<file path="config.mk">
export PLATFORM = sky130hd
export DESIGN_NAME = rbsi_queue
export DESIGN_NICKNAME = d
export VERILOG_FILES = /design/src/design/rbsi_pkg.sv /design/src/design/rbsi_queue.sv
export VERILOG_INCLUDE_DIRS = /design/src /design/src/design
export SDC_FILE = /design/constraint.sdc
export NUM_CORES = 1
export LEC_CHECK = 0
export BUFFER_PORTS_ARGS = -buffer_cell sky130_fd_sc_hd__buf_4
export CAP_MARGIN = 20
export CORE_MARGIN = 5
export CORE_UTILIZATION = 56
export CTS_CLUSTER_SIZE = 8
export DETAILED_ROUTE_END_ITERATION = 10
export PLACE_DENSITY = 0.83
export SYNTH_ARGS = -nofsm -noshare
export SYNTH_HDL_FRONTEND = slang
export SYNTH_SLANG_ARGS = --single-unit
</file>
<file path="constraint.sdc">
create_clock -name clk -period 4.65 [get_ports clk]
set_input_delay 0.6975 -clock clk [delete_from_list [all_inputs] [get_ports clk]]
set_output_delay 0.6975 -clock clk [all_outputs]
set_load 0.02 [all_outputs]
</file>
<file path="src/design/assert_macros.svh">
// assertion macros shared by the rtl files
// no dependencies
`ifndef ASSERT_MACROS_SVH
`define ASSERT_MACROS_SVH
// check an implication on every clock edge outside reset
`define CHK_IMPL(label, ante, cons) \
  label: assert property (@(posedge clk) disable iff (rst) (ante) |-> (cons)) \
    else $error("check failed");
// check an implication in the next cycle
`define CHK_NEXT(label, ante, cons) \
  label: assert property (@(posedge clk) disable iff (rst) (ante) |=> (cons)) \
    else $error("check failed");
`endif

</file>
<file path="src/design/rbsi_pkg.sv">
// shared types and constants for the roi background subtracted intensity unit
// no dependencies
`timescale 1ns / 1ps
`default_nettype none
package rbsi_pkg;
  localparam int MaxPixels = 262144;
  localparam int AddrBits = 18;
  localparam int PixelBits = 16;
  localparam int MaxRoi = 4096;
  localparam int CountBits = 13;
  localparam int SumBits = 28;

  typedef enum logic [1:0] {
    MODE_LOAD = 2'd0,
    MODE_BG = 2'd1,
    MODE_ROI = 2'd2,
    MODE_FINISH = 2'd3
  } mode_t;

  localparam logic [1:0] REG_WIDTH = 2'd0;
  localparam logic [1:0] REG_HEIGHT = 2'd1;
  localparam logic [1:0] REG_XDRIFT = 2'd2;
  localparam logic [1:0] REG_YDRIFT = 2'd3;

  // command passed from the front to the back through the queue
  typedef struct packed {
    mode_t mode;
    logic inb;
    logic [AddrBits-1:0] addr;
    logic [PixelBits-1:0] value;
  } cmd_t;
endpackage
`default_nettype wire

</file>
<file path="src/design/rbsi_queue.sv">
// two entry fifo between front and back
// depends on rbsi_pkg and assert_macros.svh
`timescale 1ns / 1ps
`default_nettype none
`include "assert_macros.svh"
module rbsi_queue (
  input wire logic clk,
  input wire logic rst,
  input wire logic wr_valid,
  output logic wr_ready,
  input wire rbsi_pkg::cmd_t wr_data,
  output logic rd_valid,
  input wire logic rd_ready,
  output rbsi_pkg::cmd_t rd_data
);
  rbsi_pkg::cmd_t slot [2];
  logic wptr, rptr;
  logic [1:0] fill;
  logic push, pop;
  assign wr_ready = fill != 2'd2;
  assign rd_valid = fill != 2'd0;
  assign rd_data = slot[rptr];
  assign push = wr_valid && wr_ready;
  assign pop = rd_valid && rd_ready;
  always_ff @(posedge clk) begin
    if (rst) begin
      wptr <= 1'b0;
      rptr <= 1'b0;
      fill <= '0;
    end else begin
      if (push) begin
        wptr <= ~wptr;
      end
      if (pop) begin
        rptr <= ~rptr;
      end
      fill <= fill + 2'(push) - 2'(pop);
    end
  end
  always_ff @(posedge clk) begin
    if (push) begin
      slot[wptr] <= wr_data;
    end
  end
  `CHK_IMPL(fill_bound, 1'b1, fill <= 2'd2)
  `CHK_NEXT(full_holds, fill == 2'd2 && !pop, fill == 2'd2)
endmodule
`default_nettype wire

</file>
==> summary.txt <==
Status
  – Status: completed

Pwr
  – Pwr dens: 546 nW/um2
  – Flop pwr share: 44.5%
  – Static Leak: approximately 1.5 nW
  – Gate power share: between 30% and 40%
  – Switch share: 28.2%
  – Clock Power Share: about 25%
  – Pwr Total: about 0.0021 W
  – Pint: about 0.0015 W
  – Max VDD drop: about 0.41 mV
  – Psw: around 0.00060 W

Hold path
  – Min-delay worst type: reg2reg

Timing
  – Slew headroom: between 30% and 40%
  – Period minus WS final: 2.67 ns
  – F_max: approximately 0.37 GHz
  – Fin. max-slew vios: 0
  – Clock Skew: 0.00761 ns
  – Unrepaired setup endpoints after global routing: no
  – Worst-Margin Slew: ~1.0 ns
  – # setup viols final: 0
  – Final Hold Vio Count: 0
  – Period utilisation layout: roughly 57%
  – Setup TNS: 0 ns
  – Final hold slack: between 0.5 and 0.6 ns

Yosys
  – YS warnings: 0
  – Net count after synthesis: between 150 and 200
  – Syn avg cell area: 22.0 um2
  – Yosys cell types: 17
  – Synthesized netlist cell count: around 140
  – Synth Register Bits: between 70 and 80
  – Mapped Area: slightly above 3000 um2
  – Post-synthesis sequential area ratio: between 70% and 80%

Finish
  – Post-route cell area: around 3900 um2
  – Syn-to-layout area delta: 27.5%
  – Ant. Diodes: 0
  – Filler cell count: roughly 360
  – # nets final: roughly 270
  – Share of layout cells above drive strength 1: roughly three fifths
  – Core Util, Final: 72.2%

Global route
  – GRT Overall Usage: about 15%
  – Largest net degree at the start of global routing: 38
  – GRT overflow: 0
  – Initial antenna violation count: 0
  – First-pass GRT wire length: a little under 8 mm
  – Vias in the first global route: roughly 1600

Route
  – DRT iter0 DRCs: 62
  – Drt drc: 0
  – Vias per cell: between 4 and 5
  – DRT Pass-1 Iters: 4
  – Per-cell routed wire length: about 16 um
  – Routed Antenna Nets: 0
  – Routed vias: between 1000 and 1500
  – DRT Wirelength: about 5.0 mm

Placed design
  – Buffers on Ports: between 70 and 80
  – Post-place instance area: around 3700 um2
  – Hpwl dp: between 3 and 4 mm
  – GPL Wtd Cong: between 0.6 and 0.7

Floorplanning
  – Die Span X: between 80 and 90 um
  – IO Pins: 80
  – Die Ht: roughly 84 um
  – Initial Util: between 50% and 60%
  – Row Count: 27
  – Die area: a little over 7000 um2
  – Core footprint: 5410 um2

CTS
  – CTS tree: done
  – Post-CTS Setup Inserts: 0
  – Root Buffer: clkbuf_8
  – Cts hold-fix bufs: 0
  – Worst-Skew Late Latency: ~0.34 ns
  – TritonCTS buffer count: 9
  – Clk slew on worst S/H paths: around 0.070 ns
  – CTS Buffer Depth: 2
  – Max H-tree Level: 3
  – Clock sinks: between 70 and 80
  – Cts repair resizes: 0

Run
  – Max_cap viols: 0

Worst setup path
  – Setup crit start kind: register
  – Reg2Reg Setup Slack: 2.84 ns
  – Setup crit end kind: primary output
  – Setup CP Type: reg2out
  – WP data required: between 3 and 4 ns
  – CP Max Fanout: 22
  – Critical path arrival: 1.98 ns
## synthesized netlist by cell type
| cell type | n | area share [%] |
|---|---|---|
| buf_6 | 1 | 0.37 |
| mux2_2 | 7 | 2.6 |
| o21a_1 | 1 | 0.25 |
| mux2_4 | 31 | 15 |
| nor2_1 | 5 | 0.61 |
| ha_1 | 2 | 0.82 |
| buf_12 | 3 | 2.0 |
| dfxtp_1 | 5 | 3.3 |
| nand2b_2 | 1 | 0.29 |
| inv_1 | 1 | 0.12 |
| xnor2_1 | 2 | 0.57 |
| nor2b_1 | 2 | 0.41 |
| xor2_1 | 1 | 0.29 |
| or2_2 | 1 | 0.20 |
| edfxtp_1 | 74 | 73 |
| and3_1 | 1 | 0.20 |
| nand2_2 | 1 | 0.20 |
## cell type report
| type | count | area [um2] | area share, % |
|---|---|---|---|
| timing repair buffer | 80 | 601 | 15.4 |
| inverter | 1 | 3.75 | 0.0962 |
| clock inverter | 6 | 85.1 | 2.18 |
| sequential | 79 | 2320 | 59.6 |
| clock buffer | 10 | 128 | 3.27 |
| tap | 72 | 90.1 | 2.31 |
| multi-input combinational | 55 | 671 | 17.2 |
## path summary, 6_finish.rpt
path	start	end	cells past startpoint
setup / recovery	register	rd_data[3]	3
hold / removal	rptr	register	2
setup reg to reg	fill[0]	slot[0][2]	3
hold reg to reg	rptr	register	2
## state kept, by name (all words and copies together) (netlist names), named ones only
register / flops
wptr: 1
fill: 2
slot: 74
rptr: 1
## layer usage
metal / vias to the layer above / routed length, um / share of wire, % / global-route usage (%)
met1: 719 / 1960 / 40 / 16.2
li1: 706 / - / - / -
met4: 0 / 106 / 2.1 / 7.46
met2: 42 / 2680 / 54 / 25.9
met3: 10 / 206 / 4.2 / 4.74
met5: - / 0 / 0 / 0
## cell usage in the layout (no fill, tap or decap)
cell	n
buf_4	80
edfxtp_1	74
mux2_4	31
clkbuf_8	9
mux2_2	7
nor2_1	4
dfxtp_1	4
nor2b_1	2
xnor2_1	2
ha_1	2
clkinvlp_4	2
bufinv_16	2
clkinv_2	2
o21a_1	1
nand2b_2	1
nand2_2	1
or2_2	1
inv_1	1
and3_2	1
nor2_4	1
xor2_1	1
dfxtp_2	1
clkbuf_1	1
## stage by stage
step	setup WS, ns	std cells
6_report	1.98	303
3_5_place_dp	2.29	287
3_3_place_gp	2.33	287
5_1_grt	1.87	303
4_1_cts	1.93	303
2_1_floorplan	1.89	139
## cells by family (layout without fill, tap and decap cells)
| kind of cell | after synthesis | in the layout | synth area share (%) |
|---|---|---|---|
| xor gates and xnor gates | 3 | 3 | 0.859 |
| muxes | 38 | 38 | 17.8 |
| AOI/OAI and AO/OA | 1 | 1 | 0.245 |
| adders and majority gates | 2 | 2 | 0.818 |
| and+or+nand+nor | 11 | 11 | 1.92 |
| DFF | 79 | 79 | 75.9 |
| buffers and inverters | 5 | 97 | 2.45 |
## power by group through the flow
| stage | clock, W | sequential [W] | combinational (W) |
|---|---|---|---|
| final | 0.000533 | 0.000947 | 0.000650 |
| after CTS | 0.000545 | 0.000949 | 0.000662 |
| after global placement | 0 | 0.000960 | 0.000656 |
| after global routing | 0.000577 | 0.000958 | 0.000692 |
| after floorplan | 0 | 0.000935 | 0.000487 |
| after detailed placement | 0 | 0.000965 | 0.000662 |
## worst max-delay path: stages, from the launching register on
cell     delay, ns
dfxtp_2       0.63
buf_4         0.45
mux2_2        0.39
buf_4         0.16
Note: power is estimated with default switching activity, not from simulation.
