==> config.mk <==
export PLATFORM = sky130hd
export DESIGN_NAME = rbsi_front
export DESIGN_NICKNAME = d
export VERILOG_FILES = /design/src/design/assert_macros.svh /design/src/design/rbsi_pkg.sv /design/src/design/rbsi_front.sv
export SDC_FILE = /design/constraint.sdc
export NUM_CORES = 1
export LEC_CHECK = 0
export BUFFER_PORTS_ARGS = -buffer_cell sky130_fd_sc_hd__buf_2
export CAP_MARGIN = 20
export CORE_UTILIZATION = 40
export DETAILED_ROUTE_END_ITERATION = 8
export GPL_ROUTABILITY_DRIVEN = 0
export GPL_TIMING_DRIVEN = 0
export PLACE_DENSITY_LB_ADDON = 0.25
export SYNTH_ARGS = -nofsm -noshare
export SYNTH_HDL_FRONTEND = slang
export SYNTH_SLANG_ARGS = --single-unit
export TNS_END_PERCENT = 10
==> constraint.sdc <==
create_clock -name clk -period 8 [get_ports clk]
set_input_delay 0 -clock clk [delete_from_list [all_inputs] [get_ports clk]]
set_output_delay 0 -clock clk [all_outputs]
set_load 0.01 [all_outputs]
==> src/design/assert_macros.svh <==
// assertion macros shared by the rtl files
// no dependencies
`ifndef ASSERT_MACROS_SVH
`define ASSERT_MACROS_SVH
// check an implication on every clock edge outside reset
`define CHK_IMPL(label, ante, cons) \
  label: assert property (@(posedge clk) disable iff (rst) (ante) |-> (cons)) \
    else $error("check failed");
// check an implication in the next cycle
`define CHK_NEXT(label, ante, cons) \
  label: assert property (@(posedge clk) disable iff (rst) (ante) |=> (cons)) \
    else $error("check failed");
`endif

==> src/design/rbsi_pkg.sv <==
// shared types and constants for the roi background subtracted intensity unit
// no dependencies
`timescale 1ns / 1ps
`default_nettype none
package rbsi_pkg;
  localparam int MaxPixels = 262144;
  localparam int AddrBits = 18;
  localparam int PixelBits = 16;
  localparam int MaxRoi = 4096;
  localparam int CountBits = 13;
  localparam int SumBits = 28;

  typedef enum logic [1:0] {
    MODE_LOAD = 2'd0,
    MODE_BG = 2'd1,
    MODE_ROI = 2'd2,
    MODE_FINISH = 2'd3
  } mode_t;

  localparam logic [1:0] REG_WIDTH = 2'd0;
  localparam logic [1:0] REG_HEIGHT = 2'd1;
  localparam logic [1:0] REG_XDRIFT = 2'd2;
  localparam logic [1:0] REG_YDRIFT = 2'd3;

  // command passed from the front to the back through the queue
  typedef struct packed {
    mode_t mode;
    logic inb;
    logic [AddrBits-1:0] addr;
    logic [PixelBits-1:0] value;
  } cmd_t;
endpackage
`default_nettype wire

==> src/design/rbsi_front.sv <==
// front end: splits an index into x and y over cycles, shifts by drift, bounds checks
// depends on rbsi_pkg
`timescale 1ns / 1ps
`default_nettype none
module rbsi_front (
  input wire logic clk,
  input wire logic rst,
  input wire logic in_valid,
  output logic in_ready,
  input wire logic [1:0] in_mode,
  input wire logic [rbsi_pkg::AddrBits-1:0] in_index,
  input wire logic [rbsi_pkg::PixelBits-1:0] in_value,
  input wire logic [9:0] width,
  input wire logic [9:0] height,
  input wire logic signed [9:0] xdrift,
  input wire logic signed [9:0] ydrift,
  output logic cmd_valid,
  input wire logic cmd_ready,
  output rbsi_pkg::cmd_t cmd
);
  typedef enum logic [1:0] {S_IDLE, S_DIV, S_CHECK, S_OUT} state_t;
  state_t state;
  logic [4:0] step;
  logic [rbsi_pkg::AddrBits-1:0] quo;
  logic [9:0] rem;
  logic [rbsi_pkg::AddrBits-1:0] idx;
  rbsi_pkg::cmd_t hold;
  logic [10:0] trial;
  logic signed [19:0] xs, ys;
  logic [28:0] addr_full;

  assign in_ready = (state == S_IDLE);
  assign cmd_valid = (state == S_OUT);
  assign cmd = hold;
  // restoring division, one quotient bit per cycle
  assign trial = {rem, idx[rbsi_pkg::AddrBits-1]};
  assign xs = 20'(signed'({10'd0, rem})) - 20'(xdrift);
  assign ys = 20'(signed'({2'd0, quo})) - 20'(ydrift);
  assign addr_full = 29'(ys[18:0]) * 29'(width) + 29'(xs[18:0]);

  always_ff @(posedge clk) begin
    if (rst) begin
      state <= S_IDLE;
    end else begin
      case (state)
        S_IDLE: begin
          if (in_valid) begin
            hold.mode <= rbsi_pkg::mode_t'(in_mode);
            hold.value <= in_value;
            hold.addr <= in_index;
            hold.inb <= 1'b1;
            idx <= in_index;
            rem <= '0;
            quo <= '0;
            step <= '0;
            if (in_mode == rbsi_pkg::MODE_BG || in_mode == rbsi_pkg::MODE_ROI) begin
              state <= S_DIV;
            end else begin
              state <= S_OUT;
            end
          end
        end
        S_DIV: begin
          if (width == 10'd0) begin
            hold.inb <= 1'b0;
            state <= S_OUT;
          end else begin
            if (trial >= {1'b0, width}) begin
              rem <= 10'(trial - {1'b0, width});
              quo <= {quo[rbsi_pkg::AddrBits-2:0], 1'b1};
            end else begin
              rem <= trial[9:0];
              quo <= {quo[rbsi_pkg::AddrBits-2:0], 1'b0};
            end
            idx <= {idx[rbsi_pkg::AddrBits-2:0], 1'b0};
            step <= step + 5'd1;
            if (step == 5'(rbsi_pkg::AddrBits - 1)) begin
              state <= S_CHECK;
            end
          end
        end
        S_CHECK: begin
          hold.inb <= !(xs < 0 || xs >= 20'(width) || ys < 0 || ys >= 20'(height)
                      || addr_full >= 29'(rbsi_pkg::MaxPixels));
          hold.addr <= addr_full[rbsi_pkg::AddrBits-1:0];
          state <= S_OUT;
        end
        S_OUT: begin
          if (cmd_ready) begin
            state <= S_IDLE;
          end
        end
        default: state <= S_IDLE;
      endcase
    end
  end
endmodule
`default_nettype wire

==> results.toml <==
[cts]
clk_pin_slew_ps = 90
htreeDepth = 3
cts_tree = "built"
clock_sinks = 90
cts_buffers = 9
clk_latency_ps = 370
cts.path.max_buffers = 2
root_buffer = "clkbuf_16"

[drt]
firstDrtPassIters = 9
drc = 16
via_count = 9904
detail-route-antenna-nets = 0
wire_per_inst_um = 17.1
viasPerCell = 5.14
dr.first_iter.drc_count = 604
drt-total-wl_um = 33000

[die]
pin_count = 119
core_um2 = 30700
die_y_um = 179
die_x_um = 179
std_cell_rows = 64
initial_utilization_pct = 40.9
die_area_um2 = 32200

[setup_path]
r2r_slack_ps = 180
critPathKind = "register to register"
required_ps = 8180
path_max_fanout = 7
r2r_cells = 30
cp_common_cell = "fa_1"
reg2reg_from = "quo[0]"
crit_path_max_incr_delay_ps = 570
startpoint_type = "register"
crit_start = "quo[0]"
critPathSlowestCell = "fa_1"
rr_endpoint = "cmd[34]"
cp.arrival_ps = 8010
critPathCapture = "cmd[34]"
endpoint_kind = "register"

[timing]
min_period_over_period_pct = 97.8
drv_slew = 0
hold_viol = 0
relSlewSlack_pct = 45.2
fin_skew_ps = 14.6
max_freq_mhz = 128
tightest_slew_ps = 822
setup_viol = 0
holdWs_ps = 115
min_period_ps = 7820

[synthesis]
syn-num-nets = 1707
synth_edf_count = 88
synthArstFlopShare_pct = 0
synthFlopType = "edfxtp_1"
seq_area_frac_synth_pct = 21.3
syn_area_um2 = 12600
ys_ff_latch = 90
synth.distinct_cells = 70
synth_warnings = 0
avgSynthCellArea_um2 = 9.41
synthCells = 1337

[global_route]
grt_pass1_vias = 9961
overflow = 0
grt_max_degree = 34
gr-usage-all-layers_pct = 21.2
grt_antenna_before_repair = 1
grt_pass1_wl_um = 52000

[cells_and_area]
area_growth_pct = 18.7
drive_gt1_share_pct = 16.2
nets = 1894

[place]
numPortBuffers = 115
dp_hpwl_um = 26400

[run_status]
outcome = "finished, violations left"
failed_checks = "DRC"

[flow_run]
maxCapViolCount = 0

[min_path]
hold_class = "primary input to register"
[Yosys cell counts (all sizes together), types with 4 or more instances]
master  count  area [um^2]
a21boi      6         45.1
a21oi      55          283
and2       94          588
o21ai      54          274
nor2       65          246
a21o       16          120
mux2       17          191
nand3      14         70.1
inv       230          863
o211ai      8         60.1
o21bai      5         37.5
edfxtp     88         2640
nand2b     12         75.1
xor2       14          123
fa        156         3120
nand4      10         62.6
nor2b      23          144
o31ai       6         45.0
clkbuf     43          161
or3         5         31.3
nor4        6         37.5
xnor2      35          314
nand2     144          541
ha        134         1680
mux2i      16          160
and3        5         31.3
nor3       15         80.1
o21a        5         37.5
a31oi       4         25.0
[worst min-delay path by stage]
| stage | startpoint | end | cells after the start |
|---|---|---|---|
| 2_1_floorplan | rst | state[0] | 1 |
| 5_1_grt | cmd_ready | state[1] | 5 |
| 3_5_place_dp | in_value[1] | cmd[1] | 1 |
| 3_3_place_gp | in_value[15] | cmd[15] | 1 |
| 6_report | cmd_ready | state[1] | 5 |
| 4_1_cts | cmd_ready | state[1] | 5 |
[stage by stage]
stage               cells  instance area [um^2]  utilization [%]  worst slack, ps  TNS (ps)
floorplan            1337                 12600                -              329         0
global placement     1848                 13600             44.4            -1020     -1020
detailed placement   1852                 13700             44.6             -963      -963
CTS                  1910                 14500             47.3             8.10         0
global route         1925                 14900             48.5            -69.9     -69.9
finish               1926                 14900             48.5              179         0
[logic make-up (layout without fill, tap and decap cells)]
logic type,after synthesis,count (layout),synth area share [%]
simple gates,410,410,16.3
fa+ha+maj,290,290,38.2
buf+inv,276,468,8.27
compound gates,189,189,9.70
flops,90,90,21.3
xor+xnor,49,49,3.47
mux,33,33,2.80
other cells,0,1,0
[layer usage]
| layer | vias up | GRT usage, % | wire length, um |
|---|---|---|---|
| met4 | 2 | 6.41 | 850 |
| met1 | 4884 | 28.5 | 15100 |
| li1 | 4744 | - | - |
| met2 | 230 | 34.7 | 15700 |
| met3 | 44 | 3.60 | 1350 |
| met5 | - | 0 | 13 |
[state kept, by name, summed over array words and instances (netlist names)]
signal,cells
cmd,37
idx,18
quo,18
rem,10
step,5
state,2
[critical path, delay by kind of cell, from the launching register on]
family / cells / cell delay (ps)
compound gates: 7 / 1400
simple gates: 8 / 1810
buf+inv: 7 / 880
flops: 1 / 350
fa+ha+maj: 8 / 3210
[cell type report]
class                      count  area [um^2]
antenna                        1         2.50
timing repair buffer         177         1170
fill                        2979        15800
buffer                        45          226
sequential                    90         2680
multi-input combinational    971         9190
tap                          396          495
clock inverter                 7         76.3
inverter                     230          863
clock buffer                   9          225
[timing repair]
action	4_1_cts	5_1_grt
pin swaps	8	18
endpoints found under the setup margin	1	2
gates resized for setup	27	71
cloned	0	2
hold endpoints to repair	41	0
buffers inserted	6	13
hold buffers	37	0
[cells in the final DEF (no fill, tap or decap), types with 4 or more instances in the layout]
cell type,n
a21oi_1,50
nand2b_1,12
clkbuf_16,9
xnor2_2,7
inv_1,230
o21ai_0,44
ha_4,4
ha_1,121
dlygate4sd3_1,37
buf_6,4
and2_1,94
o31ai_1,4
or3_1,5
and3_1,5
xor2_1,11
a21oi_2,5
nand4_1,10
buf_4,20
nand2_1,144
o211ai_1,8
nor2b_1,22
buf_2,118
mux2i_1,16
nor3_1,13
o21a_1,4
nor2_1,63
o21ai_1,6
edfxtp_1,88
mux2_2,17
clkbuf_1,31
fa_1,155
xnor2_1,27
nand3_1,14
nor4_1,4
a21o_1,16
clkbuf_4,4
ha_2,9
Power is not shown: default switching activity piles up to over one toggle a cycle in this logic, so the estimate is an artifact.
